$ cat src/rtl/core/tfn_pkg.sv
// shared types and widths for the triangle face normal block
// no dependencies
package tfn_pkg;

  localparam int unsigned CW = 16;  // vertex coordinate width, q8.8
  localparam int unsigned EW = 17;  // edge vector width
  localparam int unsigned NW = 35;  // cross product width, signed
  localparam int unsigned MW = 34;  // cross product magnitude width
  localparam int unsigned HW = 17;  // half of a magnitude for split squaring
  localparam int unsigned PW = 34;  // partial product width
  localparam int unsigned LW = 68;  // squared length width
  localparam int unsigned RW = 96;  // component square scaled by 2^30
  localparam int unsigned SW = 101; // search accumulator width, signed
  localparam int unsigned QW = 15;  // rounded magnitude width
  localparam int unsigned OW = 16;  // output component width, q1.14
  localparam int unsigned NB = 15;  // result bits resolved, one per stage
  localparam int unsigned FD = 4;   // queue depth
  localparam int unsigned FAW = 2;  // queue address width

  // one classified triangle handed from front to back
  typedef struct packed {
    logic            degen;
    logic [2:0]      neg;
    logic [2:0][MW-1:0] mag;
  } item_t;

endpackage

$ cat src/rtl/core/tfn_fifo.sv
// short queue between front and back parts
// depends on tfn_pkg
module tfn_fifo (
  input  logic            clk_i,
  input  logic            rst_ni,
  input  logic            in_valid_i,
  output logic            in_ready_o,
  input  tfn_pkg::item_t  in_item_i,
  output logic            out_valid_o,
  input  logic            out_ready_i,
  output tfn_pkg::item_t  out_item_o
);
  import tfn_pkg::*;

  item_t          mem_q [FD];
  logic [FAW-1:0] wr_q, rd_q;
  logic [FAW:0]   cnt_q;
  logic           push, pop;

  assign in_ready_o  = (cnt_q != (FAW+1)'(FD));
  assign out_valid_o = (cnt_q != '0);
  assign push        = in_valid_i && in_ready_o;
  assign pop         = out_valid_o && out_ready_i;
  assign out_item_o  = mem_q[rd_q];

  always_ff @(posedge clk_i or negedge rst_ni) begin
    if (!rst_ni) begin
      wr_q  <= '0;
      rd_q  <= '0;
      cnt_q <= '0;
    end else begin
      if (push) wr_q <= wr_q + 1'b1;
      if (pop)  rd_q <= rd_q + 1'b1;
      cnt_q <= cnt_q + (FAW+1)'(push) - (FAW+1)'(pop);
    end
  end

  always_ff @(posedge clk_i) begin
    if (push) mem_q[wr_q] <= in_item_i;
  end

endmodule

$ cat config.mk
export PLATFORM = sky130hd
export DESIGN_NAME = tfn_fifo
export DESIGN_NICKNAME = d
export VERILOG_FILES = /design/src/rtl/core/tfn_pkg.sv /design/src/rtl/core/tfn_fifo.sv
export SDC_FILE = /design/constraint.sdc
export NUM_CORES = 1
export LEC_CHECK = 0
export ABC_AREA = 1
export BUFFER_PORTS_ARGS = -buffer_cell sky130_fd_sc_hd__buf_2
export CAP_MARGIN = 10
export CELL_PAD_IN_SITES_DETAIL_PLACEMENT = 0
export CELL_PAD_IN_SITES_GLOBAL_PLACEMENT = 1
export CORE_MARGIN = 10
export CORE_UTILIZATION = 42
export CTS_BUF_LIST = sky130_fd_sc_hd__clkbuf_16
export DETAILED_ROUTE_END_ITERATION = 7
export GPL_TIMING_DRIVEN = 0
export PLACE_DENSITY_LB_ADDON = 0.1
export SYNTH_ARGS = -nofsm -noshare
export SYNTH_HDL_FRONTEND = slang
export SYNTH_SLANG_ARGS = --single-unit
$ cat constraint.sdc
create_clock -name clk_i -period 5.7 [get_ports clk_i]
set_input_delay 1.14 -clock clk_i [delete_from_list [all_inputs] [get_ports clk_i]]
set_output_delay 1.14 -clock clk_i [all_outputs]
set_load 0.005 [all_outputs]
==> results.md <==
* Status: finished, final reports clean
* Fin nets at 1797
* Maximum VDD drop at 0.0002881 V
* DRT antenna net count at 0
* Total CTS buffers at 45
* Fill count at 3576
* Clock buffer depth at 3
* Number of max-cap violations at 0
* Initial Utilization at 42.65%
* Arr. time, crit path at 2.69 ns
* DRC viols at 0
* DIE AREA at 48980 um^2
* # hold bufs at CTS at 0
* Ys Warns at 0
* DPL Wire Length at 27.56 mm
* Mapped cell area at 17020 um^2
* Area grow syn2layout at 20.34%
* Endpoints failing hold at 0
* Post-Route WL at 41.76 mm
* FF+latch count, synth at 431
* Postcts setup bufs at 0
* I/O Buffers at 217
* Setup WS pre-CTS at 2.363 ns
* # rows at 73
* CP Class: reg -> out
* Die Wd at 221.3 um
* Post-CTS Resized at 0
* Crit path launch type: flop
* Largest net degree at the start of global routing at 28
* TNS Setup at 0 ns
* GRT overflow at 0
* Synthesized area per cell at 12.16 um^2
* Initial antenna violation count at 8
* WL per Instance at 18.61 um
* Routed via count at 10610
* Final Skew at 0.01174 ns
* First-pass GRT wire length at 63.22 mm
* I/O Pins at 218
* Core ar. at 39910 um^2
* Synth unique cells at 17
* Vias in the first global route at 10720
* Final WS setup at 1.874 ns
* Count of pins over their slew limit at 0
* Net Count, Synth at 1517
* Critical-path maximum fanout at 10
* All-Layer GR Usage at 16.73%
* Length of the first detailed-routing pass in iterations at 5
* FMAX at 0.2613 GHz
* Minimum clock period at 3.826 ns
* Worst R2R Path Depth at 7
* Root Buffer: clkbuf_16
* H-tree lvl count at 2
* Placer Congestion at 0.7237
* TritonCTS Sinks at 431
* First DRT Iteration DRCs at 628
* Layout cells sized above 1 at 18.76%
* Sequential-to-total area share from yosys stat at 75.82%
* CP Data Required Time at 4.56 ns
* CTS tree: yes
* Cells after synthesis at 1400
* Setup Viol. Count Final at 0
* DIE HEIGHT at 221.3 um
* Cell Pwr Density at 526.0 nW/um^2
* Unrepaired setup endpoints after global routing: no
* Critical Path Sink Type: primary output
* DR vias/cell at 4.729
* Hold Slack at 0.4039 ns
* Final worst-path cycle share at 67.13%
* Slew @ Worst Pin at 0.7793 ns
* Pleak at 8.237 nW
* Clock transition at path regs at 0.06 ns
* Max-slew headroom at 48.05%
* Clk Latency, worst-skew pair at 0.56 ns
* Hold Crit Class: in -> async
worst max-delay path: stages, from the launching register on:
cell and delay (ns):
dfrtp_1 0.38, clkinv_1 0.19, clkbuf_1 0.62, clkbuf_1 0.53, nand2_1 0.12, nand2_1 0.14
buf_2 0.13
routing by layer:
metal  vias to the layer above  GRT usage (%)  share of wire [%]
met5                         -              0               0.24
met4                        12          5.152                2.0
met3                        58          3.862                5.5
met2                       219          28.43                 49
met1                      5037          20.77                 43
li1                       5286              -                  -
flip-flops by register name, summed over array words and instances, names as in the netlist:
name   flops
mem_q    424
wr_q       2
cnt_q      3
rd_q       2
area by class of cell:
cell class                 count  area [um^2]  area share [%]
multi-input combinational    778         3291           16.06
inverter                     122        457.9           2.235
sequential                   431        12910           63.01
buffer                        69        397.9           1.942
clock inverter                36        177.7          0.8673
tap                          525        656.9           3.206
timing repair buffer         233         1414           6.902
antenna                        3        7.507         0.03665
clock buffer                  47         1176           5.741
placed cells by master (no fill, tap or decap):
master / n
edfxtp_1: 424
nand2_1: 337
buf_2: 223
nor2_1: 213
inv_1: 139
o21ai_0: 134
o21ai_1: 78
clkbuf_16: 47
clkbuf_1: 31
buf_12: 15
buf_6: 12
buf_4: 11
clkinv_1: 10
buf_1: 9
dfrtp_1: 7
ha_1: 6
nand3_1: 5
clkinv_2: 5
nor2_4: 4
diode_2: 3
inv_2: 1
fa_1: 1
inv_6: 1
bufinv_16: 1
clkinv_4: 1
buf_16: 1
stage by stage:
stage	total power [mW]	std cells	area, um^2	util, %
floorplan	6.526	1400	17020	-
global placement	8.323	2142	18770	47.02
detailed placement	8.315	2158	19120	47.91
CTS	11.00	2241	20480	51.31
global route	11.55	2241	20480	51.31
finish	10.77	2244	20490	51.32
report_power, final:
group | switching [mW] | total [mW] | internal [mW]
Combinational | 2.52 | 3.82 | 1.30
Sequential | 0.133 | 4.29 | 4.16
Clock | 1.14 | 2.66 | 1.53
Yosys cell counts:
| cell | number | area share, % |
|---|---|---|
| edfxtp_1 | 424 | 75 |
| nand2_1 | 337 | 7.4 |
| nor2_1 | 217 | 4.8 |
| o21ai_0 | 134 | 3.9 |
| inv_1 | 120 | 2.6 |
| o21ai_1 | 78 | 2.3 |
| clkbuf_1 | 31 | 0.68 |
| buf_6 | 12 | 0.79 |
| buf_4 | 11 | 0.49 |
| buf_1 | 9 | 0.20 |
| dfrtp_1 | 7 | 1.0 |
| buf_2 | 6 | 0.18 |
| ha_1 | 6 | 0.44 |
| nand3_1 | 5 | 0.15 |
| clkinv_1 | 1 | 0.022 |
| fa_1 | 1 | 0.12 |
| inv_2 | 1 | 0.022 |
cell families (layout without fill, tap and decap cells):
family | Yosys count | after routing | synth area share (%)
AND/OR/NAND/NOR | 559 | 559 | 12.36
flip-flops | 431 | 431 | 75.82
AO/OA/AOI/OAI | 212 | 212 | 6.232
buffers and inverters | 191 | 507 | 5.027
adder cells (fa/ha/maj) | 7 | 7 | 0.5586
other | 0 | 3 | 0
worst paths after layout:
path / endpoint / slack (ns) / start
max in group asynchronous: cnt_q[0] / 5.13 / rst_ni
setup / recovery: out_item_o[102] / 1.87 / rd_q[1]
hold reg to reg: rd_q[1] / 0.48 / rd_q[1]
hold / removal: wr_q[0] / 0.40 / rst_ni
setup reg to reg: mem_q[0][45] / 3.07 / cnt_q[1]
min in group clk_i: rd_q[1] / 0.48 / rd_q[1]
Power figures use the tool's default switching activity.
